===== config.mk =====
export PLATFORM = sky130hd
export DESIGN_NAME = tlv_field_extractor
export DESIGN_NICKNAME = d
export VERILOG_FILES = /design/src/hw/rtl/tlvfx_pkg.sv /design/src/hw/rtl/tlv_field_extractor.sv
export SDC_FILE = /design/constraint.sdc
export NUM_CORES = 1
export LEC_CHECK = 0
export BUFFER_PORTS_ARGS = -buffer_cell sky130_fd_sc_hd__buf_2
export CORE_UTILIZATION = 40
export CTS_BUF_LIST = sky130_fd_sc_hd__clkbuf_4 sky130_fd_sc_hd__clkbuf_8
export CTS_CLUSTER_DIAMETER = 30
export DETAILED_ROUTE_END_ITERATION = 10
export GPL_TIMING_DRIVEN = 0
export PLACE_DENSITY_LB_ADDON = 0.08
export SLEW_MARGIN = 10
export SYNTH_ARGS = -nofsm -noshare
export SYNTH_HDL_FRONTEND = slang
export SYNTH_SLANG_ARGS = --single-unit

===== constraint.sdc =====
create_clock -name clk -period 6.9 [get_ports clk]
set_input_delay 0.345 -clock clk [delete_from_list [all_inputs] [get_ports clk]]
set_output_delay 0.345 -clock clk [all_outputs]
set_load 0.05 [all_outputs]

===== src/hw/rtl/tlvfx_pkg.sv =====
// tlvfx_pkg: shared codes and result layout of the tlv field extractor
package tlvfx_pkg;

    localparam int CFG_INDEX_W = 2;
    localparam int CFG_DATA_W  = 16;

    typedef enum logic [CFG_INDEX_W-1:0] {
        REG_TARGET_TYPE       = 2'd0,
        REG_TARGET_OCCURRENCE = 2'd1,
        REG_TARGET_CODING     = 2'd2
    } reg_index_t;

    typedef enum logic [2:0] {
        CODE_PRESENCE = 3'd0,
        CODE_BOOL     = 3'd1,
        CODE_INT      = 3'd2,
        CODE_FLOAT    = 3'd3,
        CODE_BINARY   = 3'd4
    } coding_t;

    typedef enum logic [1:0] {
        ST_FOUND     = 2'd0,
        ST_NOT_FOUND = 2'd1,
        ST_BAD_LEN   = 2'd2,
        ST_BAD_SIZE  = 2'd3
    } status_t;

    // first member sits in the highest bits
    typedef struct packed {
        logic [7:0]  message_number;
        logic [7:0]  message_kind;
        logic [7:0]  destination_address;
        logic [7:0]  source_address;
        logic [7:0]  value_length;
        logic [7:0]  value_offset;
        logic [31:0] value_word;
        status_t     status;
    } result_t;

    localparam int RESULT_W   = $bits(result_t);
    localparam int OUT_DATA_W = ((RESULT_W + 7) / 8) * 8;

endpackage


===== src/hw/rtl/tlv_field_extractor.sv =====
// tlv_field_extractor: searches each message for one type-length-value element and decodes it
//
// Takes one message byte per clock cycle with no gaps of its own: every byte updates the parser
// state in the cycle it is accepted, so the rate is one byte per cycle, and the single result of
// a message appears in the output register on the cycle after its last byte. The input is held
// off only while a finished result waits on a stalled output. Registers may be written while no
// message is in progress; target_occurrence is picked up on the first byte of a message.
module tlv_field_extractor #(
    parameter int HEADER_BYTES  = 4,
    parameter int PAYLOAD_BYTES = 28
) (
    input  logic                                   clk,
    input  logic                                   rst_n,
    input  logic                                   s_tvalid,
    output logic                                   s_tready,
    input  logic [7:0]                             s_tdata,   // data_byte
    input  logic                                   s_tlast,   // last_byte
    output logic                                   m_tvalid,
    input  logic                                   m_tready,
    // status, value_word, value_offset, value_length, source_address,
    // destination_address, message_kind, message_number, zero fill
    output logic [tlvfx_pkg::OUT_DATA_W-1:0]       m_tdata,
    input  logic                                   cfg_valid,
    output logic                                   cfg_ready,
    input  logic [tlvfx_pkg::CFG_INDEX_W-1:0]      cfg_index,
    input  logic [tlvfx_pkg::CFG_DATA_W-1:0]       cfg_data
);
    import tlvfx_pkg::*;

    localparam logic [8:0] MSG_LIMIT  = 9'(HEADER_BYTES + PAYLOAD_BYTES);
    localparam logic [8:0] HDR_LEN    = 9'(HEADER_BYTES);
    localparam logic [7:0] POS_SAT    = 8'd255;

    typedef enum logic [2:0] {
        PH_HEADER = 3'd0,
        PH_TYPE   = 3'd1,
        PH_LENGTH = 3'd2,
        PH_SKIP   = 3'd3,
        PH_VALUE  = 3'd4
    } phase_t;

    // configuration
    logic [15:0] target_type_reg;
    logic [7:0]  target_occ_reg;
    logic [2:0]  target_coding_reg;

    // parser state
    phase_t      phase_reg, phase_next;
    logic [7:0]  byte_pos_reg, byte_pos_next;
    logic [15:0] type_acc_reg, type_acc_next;
    logic        type_over_reg, type_over_next;
    logic [15:0] alt_type_reg, alt_type_next;
    logic        alt_over_reg, alt_over_next;
    logic [7:0]  skip_reg, skip_next;
    logic [7:0]  occ_left_reg, occ_left_next;
    logic [7:0]  elem_start_reg, elem_start_next;
    logic [7:0]  elem_len_reg, elem_len_next;
    logic [31:0] value_acc_reg, value_acc_next;
    logic [7:0]  value_left_reg, value_left_next;
    logic        match_reg, match_next;
    logic [7:0]  header_reg [4];
    logic [7:0]  header_next [4];

    // output register
    logic        out_valid_reg;
    result_t     result_reg, result_next;

    // working signals
    logic        accept;
    logic [7:0]  cur;
    logic [8:0]  cur_inc;
    logic [7:0]  since_start;
    logic        do_take;
    logic        do_begin;
    logic [15:0] tl_type;
    logic        tl_over;
    logic [15:0] type_step;
    logic [7:0]  skip_dec;
    logic [7:0]  value_idx;
    logic [8:0]  avail;
    logic        len_ok;
    logic        has_word;

    assign accept    = s_tvalid && s_tready;
    assign s_tready  = !out_valid_reg || m_tready;
    assign m_tvalid  = out_valid_reg;
    assign m_tdata   = OUT_DATA_W'(result_reg);
    assign cfg_ready = 1'b1;

    assign cur         = byte_pos_reg;
    assign cur_inc     = {1'b0, cur} + 9'd1;
    assign since_start = cur - elem_start_reg;
    assign type_step   = type_acc_reg | {9'd0, s_tdata[6:0]};
    assign skip_dec    = (skip_reg != 8'd0) ? skip_reg - 8'd1 : 8'd0;
    assign value_idx   = elem_len_reg - value_left_reg;

    always_comb
    begin
        phase_next      = phase_reg;
        type_acc_next   = type_acc_reg;
        type_over_next  = type_over_reg;
        alt_type_next   = alt_type_reg;
        alt_over_next   = alt_over_reg;
        skip_next       = skip_reg;
        occ_left_next   = (cur == 8'd0) ? target_occ_reg : occ_left_reg;
        elem_start_next = elem_start_reg;
        elem_len_next   = elem_len_reg;
        value_acc_next  = value_acc_reg;
        value_left_next = value_left_reg;
        match_next      = match_reg;
        for (int i = 0; i < 4; i++)
        begin
            header_next[i] = header_reg[i];
        end
        byte_pos_next = (cur != POS_SAT) ? cur + 8'd1 : cur;
        do_take  = 1'b0;
        do_begin = 1'b0;
        tl_type  = type_acc_reg;
        tl_over  = type_over_reg;

        if (cur < 8'd4)
        begin
            header_next[cur[1:0]] = s_tdata;
        end

        if ({1'b0, cur} < MSG_LIMIT)
        begin
            unique case (phase_reg)
                PH_HEADER:
                begin
                    if (cur_inc >= HDR_LEN)
                    begin
                        do_begin = 1'b1;
                    end
                end
                PH_TYPE:
                begin
                    if (s_tlast)
                    begin
                        if (since_start >= 8'd2)
                        begin
                            do_take = 1'b1;
                            tl_type = alt_type_reg;
                            tl_over = alt_over_reg;
                        end
                    end
                    else if (s_tdata[7])
                    begin
                        alt_type_next = type_acc_reg | {8'd0, s_tdata};
                        alt_over_next = type_over_reg;
                        if (type_step[15:9] != 7'd0)
                        begin
                            type_over_next = 1'b1;
                        end
                        type_acc_next = {type_step[8:0], 7'd0};
                    end
                    else
                    begin
                        type_acc_next = type_acc_reg | {8'd0, s_tdata};
                        phase_next    = PH_LENGTH;
                    end
                end
                PH_LENGTH:
                begin
                    if (!s_tlast || since_start >= 8'd2)
                    begin
                        do_take = 1'b1;
                    end
                    else
                    begin
                        phase_next = PH_SKIP;
                    end
                end
                PH_SKIP:
                begin
                    skip_next = skip_dec;
                    if (skip_dec == 8'd0 && !s_tlast)
                    begin
                        do_begin = 1'b1;
                    end
                end
                PH_VALUE:
                begin
                    if (value_left_reg != 8'd0)
                    begin
                        priority case (target_coding_reg)
                            CODE_BOOL:
                            begin
                                if (value_idx == 8'd0)
                                begin
                                    value_acc_next = {31'd0, s_tdata != 8'd0};
                                end
                            end
                            CODE_INT:
                            begin
                                if (value_idx == 8'd0)
                                begin
                                    value_acc_next = {{24{s_tdata[7]}}, s_tdata};
                                end
                                else
                                begin
                                    value_acc_next = {value_acc_reg[23:0], s_tdata};
                                end
                            end
                            CODE_FLOAT:
                            begin
                                if (value_idx < 8'd4)
                                begin
                                    value_acc_next = value_acc_reg
                                        | ({24'd0, s_tdata} << {value_idx[1:0], 3'd0});
                                end
                            end
                            default:
                            begin
                                value_acc_next = value_acc_reg;
                            end
                        endcase
                        value_left_next = value_left_reg - 8'd1;
                    end
                end
                default:
                begin
                    phase_next = phase_reg;
                end
            endcase
        end

        if (do_take)
        begin
            elem_len_next = s_tdata;
            if (!tl_over && tl_type == target_type_reg && occ_left_next == 8'd0)
            begin
                match_next      = 1'b1;
                phase_next      = PH_VALUE;
                elem_start_next = cur_inc[7:0];
                value_left_next = s_tdata;
                value_acc_next  = 32'd0;
            end
            else
            begin
                if (!tl_over && tl_type == target_type_reg)
                begin
                    occ_left_next = occ_left_next - 8'd1;
                end
                if (s_tdata == 8'd0)
                begin
                    do_begin = 1'b1;
                end
                else
                begin
                    skip_next  = s_tdata;
                    phase_next = PH_SKIP;
                end
            end
        end

        if (do_begin)
        begin
            phase_next      = PH_TYPE;
            elem_start_next = cur_inc[7:0];
            type_acc_next   = 16'd0;
            type_over_next  = 1'b0;
            alt_type_next   = 16'd0;
            alt_over_next   = 1'b0;
        end
    end

    // result of a message that ends on this byte
    always_comb
    begin
        avail    = cur_inc - {1'b0, elem_start_next};
        len_ok   = 1'b1;
        has_word = 1'b0;
        priority case (target_coding_reg)
            CODE_BOOL:
            begin
                len_ok   = elem_len_next >= 8'd1 && avail >= 9'd1;
                has_word = 1'b1;
            end
            CODE_INT:
            begin
                len_ok   = elem_len_next >= 8'd1 && avail >= {1'b0, elem_len_next};
                has_word = 1'b1;
            end
            CODE_FLOAT:
            begin
                len_ok   = elem_len_next >= 8'd4 && avail >= 9'd4;
                has_word = 1'b1;
            end
            CODE_BINARY:
            begin
                len_ok = avail >= {1'b0, elem_len_next};
            end
            default:
            begin
                len_ok = 1'b1;
            end
        endcase

        result_next.source_address      = header_next[0];
        result_next.destination_address = header_next[1];
        result_next.message_kind        = header_next[2];
        result_next.message_number      = header_next[3];
        result_next.value_word          = 32'd0;
        result_next.value_offset        = 8'd0;
        result_next.value_length        = 8'd0;
        if ({1'b0, cur} >= MSG_LIMIT || cur_inc < HDR_LEN)
        begin
            result_next.status = ST_BAD_SIZE;
        end
        else if (match_next)
        begin
            result_next.status       = len_ok ? ST_FOUND : ST_BAD_LEN;
            result_next.value_offset = elem_start_next;
            result_next.value_length = elem_len_next;
            if (len_ok && has_word)
            begin
                result_next.value_word = value_acc_next;
            end
        end
        else
        begin
            result_next.status = ST_NOT_FOUND;
        end
    end

    always_ff @(posedge clk or negedge rst_n)
    begin
        if (!rst_n)
        begin
            target_type_reg   <= '0;
            target_occ_reg    <= '0;
            target_coding_reg <= '0;
            phase_reg         <= PH_HEADER;
            byte_pos_reg      <= '0;
            type_acc_reg      <= '0;
            type_over_reg     <= 1'b0;
            alt_type_reg      <= '0;
            alt_over_reg      <= 1'b0;
            skip_reg          <= '0;
            occ_left_reg      <= '0;
            elem_start_reg    <= '0;
            elem_len_reg      <= '0;
            value_acc_reg     <= '0;
            value_left_reg    <= '0;
            match_reg         <= 1'b0;
            for (int i = 0; i < 4; i++)
            begin
                header_reg[i] <= '0;
            end
            out_valid_reg     <= 1'b0;
            result_reg        <= '0;
        end
        else
        begin
            if (cfg_valid && cfg_ready)
            begin
                if (cfg_index == REG_TARGET_TYPE)
                begin
                    target_type_reg <= cfg_data;
                end
                if (cfg_index == REG_TARGET_OCCURRENCE)
                begin
                    target_occ_reg <= cfg_data[7:0];
                end
                if (cfg_index == REG_TARGET_CODING)
                begin
                    target_coding_reg <= cfg_data[2:0];
                end
            end

            if (accept && s_tlast)
            begin
                out_valid_reg <= 1'b1;
            end
            else if (m_tready)
            begin
                out_valid_reg <= 1'b0;
            end

            if (accept)
            begin
                occ_left_reg <= occ_left_next;
                if (s_tlast)
                begin
                    result_reg     <= result_next;
                    phase_reg      <= PH_HEADER;
                    byte_pos_reg   <= '0;
                    type_acc_reg   <= '0;
                    type_over_reg  <= 1'b0;
                    alt_type_reg   <= '0;
                    alt_over_reg   <= 1'b0;
                    skip_reg       <= '0;
                    elem_start_reg <= '0;
                    elem_len_reg   <= '0;
                    value_acc_reg  <= '0;
                    value_left_reg <= '0;
                    match_reg      <= 1'b0;
                    for (int i = 0; i < 4; i++)
                    begin
                        header_reg[i] <= '0;
                    end
                end
                else
                begin
                    phase_reg      <= phase_next;
                    byte_pos_reg   <= byte_pos_next;
                    type_acc_reg   <= type_acc_next;
                    type_over_reg  <= type_over_next;
                    alt_type_reg   <= alt_type_next;
                    alt_over_reg   <= alt_over_next;
                    skip_reg       <= skip_next;
                    elem_start_reg <= elem_start_next;
                    elem_len_reg   <= elem_len_next;
                    value_acc_reg  <= value_acc_next;
                    value_left_reg <= value_left_next;
                    match_reg      <= match_next;
                    for (int i = 0; i < 4; i++)
                    begin
                        header_reg[i] <= header_next[i];
                    end
                end
            end
        end
    end

    a_result_after_last: assert property (@(posedge clk) disable iff (!rst_n)
        accept && s_tlast |=> m_tvalid)
        else $error("no result after last word");

    a_restart_after_last: assert property (@(posedge clk) disable iff (!rst_n)
        accept && s_tlast |=> byte_pos_reg == 8'd0 && phase_reg == PH_HEADER && !match_reg)
        else $error("parser not restarted after last word");

    a_match_in_value: assert property (@(posedge clk) disable iff (!rst_n)
        match_reg |-> phase_reg == PH_VALUE)
        else $error("match held outside value phase");

    a_not_found_clean: assert property (@(posedge clk) disable iff (!rst_n)
        m_tvalid && (result_reg.status == ST_NOT_FOUND || result_reg.status == ST_BAD_SIZE)
        |-> result_reg.value_offset == 8'd0 && result_reg.value_length == 8'd0
            && result_reg.value_word == 32'd0)
        else $error("value fields set without a match");

endmodule


==> run metrics <==
Iter 0 DRT Violations=1097; mean post-synth cell area=9.071 um2; cell row count=70; DP HPWL=35910 um; Layout fillers=3534; RSZ-0062 raised after global routing=no; post-route setup TNS=0 ps; slowest cell on the critical path=mux2i_1; EDFF count, synth=0; Die Wd=195.3 um; Mapped Area=14950 um2; Max-cap violations=0; CP Launch Type=flip-flop; max reg flops=82; GRT Resource Usage Total=0.2634; reg-to-reg slack, setup=410 ps; Fin. Hold Viols=0; Max transition margin=0.3555; final non-filler cell total=2383; Fin Hold WS=65.06 ps; Worst Setup EP=m_tdata[24]$_DFFE_PN0P_; first drt pass iteration count=5; # setup viols final=0; Worst Hold Class=in -> reg; Worst R2R Start=byte_pos_reg[0]$_DFFE_PN0P_; RR Endpoint=m_tdata[24]$_DFFE_PN0P_; vias in the first global route=13.39k; gpl congestion=0.9039; Top Ports=123; sequential cell area=6507 um2; area of the multi-input gates=7732 um2; CP Launch Point=byte_pos_reg[0]$_DFFE_PN0P_; register area share after synthesis=0.4352; CTS sink cnt=260; Fmax=154.1 MHz; CP Max Fanout=10; DR DRC count=0; yosys warns=0; Slew Viols, Final=0; PwrDens=405.4 nW/um2; WL/cell=20.97 um; CTS tree=built; Root Driver=clkbuf_8; outcome=finished clean; Crit path required time=7380 ps; initial antenna violation count=0; Port Buffer Count=108; via count=13.73k; Cell variety after synth=89; die area=38150 um2; Skew-Pair Late Insertion Delay=640 ps; grt total ovfl=0; htree depth=3; Clock transition at path regs=50 ps; Final #Nets=1936; die extent in y=195.3 um; slowest stage delay, CP=510 ps; Tcrit/Tclk final=0.9402; Final Critical Period=6487 ps; pre-CTS WS=-447.8 ps; Synth async-reset ratio=1.000; CTS max path bufs=3; core box area=36700 um2; crit end category=flip-flop; Routed Antenna Nets=0; Mapped Cells=1648; register bit count reported by yosys=260; vias per inst=5.763; Starting Density=0.4074; arrival time worst endpoint=6970 ps; VDD IR-drop max=0.0002768 V; final setup margin=412.7 ps; Leakage=8.067 nW; reg2reg path depth=29; predominant post-synthesis flop cell=dfrtp_1; layout cell share with drive strength beyond 1=0.1775; placed cells=2232; CTS Buf Count=71; ANT cells=0; worst setup path class=reg -> reg; global-route wire length before repair=77550 um; largest net degree at the start of global routing=73; area delta synth->final=21.78%; Worst Max-Slew Pin Slew=966.8 ps; Clock Skews=35.66 ps; final WL=49980 um
where the power goes:
group          internal (mW)  switching [mW]  total (mW)
sequential              1.82           0.258        2.08
clock                   1.58           0.894        2.47
combinational          0.997            1.84        2.83
total                   4.39            2.99        7.38
cell usage after synthesis, types with 5 or more instances:
master / count / share of area
o221ai_1: 10 / 0.0059
clkbuf_1: 84 / 0.021
nor2b_1: 14 / 0.0059
nand2_1: 205 / 0.051
xnor2_1: 21 / 0.012
a221o_1: 6 / 0.0040
a21boi_0: 8 / 0.0040
buf_4: 11 / 0.0055
o211ai_1: 8 / 0.0040
nor3b_1: 5 / 0.0025
buf_2: 10 / 0.0033
a22o_1: 18 / 0.011
and3_1: 17 / 0.0071
nor3_1: 27 / 0.0090
nand4_1: 31 / 0.013
xor2_1: 10 / 0.0059
a21oi_1: 47 / 0.016
or3_1: 11 / 0.0046
o21a_1: 5 / 0.0025
and2_1: 13 / 0.0054
o2bb2ai_1: 17 / 0.010
inv_1: 68 / 0.017
dfrtp_1: 260 / 0.44
nand2b_1: 28 / 0.012
nor4_1: 15 / 0.0063
a31oi_1: 39 / 0.016
buf_1: 5 / 0.0013
mux2i_1: 63 / 0.042
ha_1: 41 / 0.034
o21ai_1: 18 / 0.0060
nor2_1: 81 / 0.020
nand3_1: 59 / 0.020
a211oi_1: 7 / 0.0035
nand3b_1: 7 / 0.0035
o22ai_1: 22 / 0.0092
o21ai_0: 193 / 0.065
a22oi_1: 36 / 0.018
a21o_1: 10 / 0.0050
mux2_2: 32 / 0.024
worst max-delay path, delay by kind of cell (launching register included):
| kind | cells | cell delay [ps] |
|---|---|---|
| DFF | 1 | 490 |
| muxes | 2 | 690 |
| buffers and inverters | 5 | 700 |
| adders and majority gates | 5 | 1510 |
| and+or+nand+nor | 5 | 640 |
| AOI/OAI and AO/OA | 12 | 2300 |
metrics by stage:
stage | instance area [um2] | util | power, mW
after CTS | 18120 | 0.4939 | 7.385
after global placement | 16090 | 0.4386 | 4.807
final | 18210 | 0.4961 | 7.380
after detailed placement | 16190 | 0.4411 | 4.847
after global routing | 18210 | 0.4961 | 7.813
after floorplan | 14970 | - | 4.077
cells by family (layout without fill, tap and decap cells):
family / after synthesis / in the layout / share of synthesized area
other: 2 / 7 / 0.0005024
XOR/XNOR: 31 / 31 / 0.01816
flip-flops: 260 / 260 / 0.4352
AO/OA/AOI/OAI: 498 / 498 / 0.2141
multiplexers: 95 / 95 / 0.06629
buffers and inverters: 184 / 446 / 0.05189
AND/OR/NAND/NOR: 534 / 534 / 0.1755
adder cells (fa/ha/maj): 44 / 44 / 0.03833
cell usage in the layout, fill, tap and decap left out, types with 8 or more instances in the layout:
| cell type | n |
|---|---|
| a21boi_0 | 8 |
| a21o_1 | 10 |
| a21oi_1 | 46 |
| a22o_1 | 18 |
| a22oi_1 | 36 |
| a31oi_1 | 39 |
| and2_1 | 13 |
| and3_1 | 17 |
| buf_2 | 118 |
| buf_4 | 16 |
| bufinv_16 | 12 |
| clkbuf_1 | 81 |
| clkbuf_4 | 10 |
| clkbuf_8 | 79 |
| clkinv_2 | 8 |
| clkinvlp_4 | 11 |
| dfrtp_1 | 259 |
| dlygate4sd3_1 | 17 |
| ha_1 | 41 |
| inv_1 | 67 |
| mux2_2 | 32 |
| mux2i_1 | 61 |
| nand2_1 | 204 |
| nand2b_1 | 28 |
| nand3_1 | 59 |
| nand4_1 | 31 |
| nor2_1 | 81 |
| nor2b_1 | 14 |
| nor3_1 | 27 |
| nor4_1 | 15 |
| o211ai_1 | 8 |
| o21ai_0 | 193 |
| o21ai_1 | 18 |
| o221ai_1 | 10 |
| o22ai_1 | 22 |
| o2bb2ai_1 | 17 |
| or3_1 | 11 |
| xnor2_1 | 21 |
| xor2_1 | 10 |
routing by layer:
metal,up-vias,part of all wire,track usage
met4,0,0.031,0.1064
met3,107,0.055,0.04542
met1,6748,0.44,0.3484
li1,6425,-,-
met2,453,0.47,0.4276
met5,-,0,0
worst min-delay path by stage:
stage                                  startpoint                             to  slack [ps]  cells past startpoint
global route                             m_tready           m_tvalid$_DFFE_PN0P_          80                      3
global placement    value_acc_reg[26]$_DFFE_PN0P_  value_acc_reg[26]$_DFFE_PN0P_         460                      2
CTS                                      m_tready           m_tvalid$_DFFE_PN0P_          20                      3
floorplan                                   rst_n       alt_over_reg$_DFFE_PN0P_          50                      0
finish                                   m_tready           m_tvalid$_DFFE_PN0P_          70                      3
detailed placement                          rst_n        m_tdata[36]$_DFFE_PN0P_         330                      1
cell type report:
class                      instances  share of cell area
clock buffer                      87             0.06302
tap                              468             0.03216
timing repair buffer             134             0.04660
multi-input combinational       1209              0.4247
buffer                           115             0.02907
sequential                       260              0.3575
clock inverter                    41             0.03271
inverter                          69             0.01423
repair_timing:
action / 4_1_cts / 5_1_grt
buffers inserted: 0 / 6
setup endpoints to repair: 32 / 33
pin swaps: 0 / 3
gates resized for setup: 8 / 13
hold endpoints to repair: 85 / 0
hold buffers: 17 / 0
Note: power is estimated with default switching activity, not from simulation.
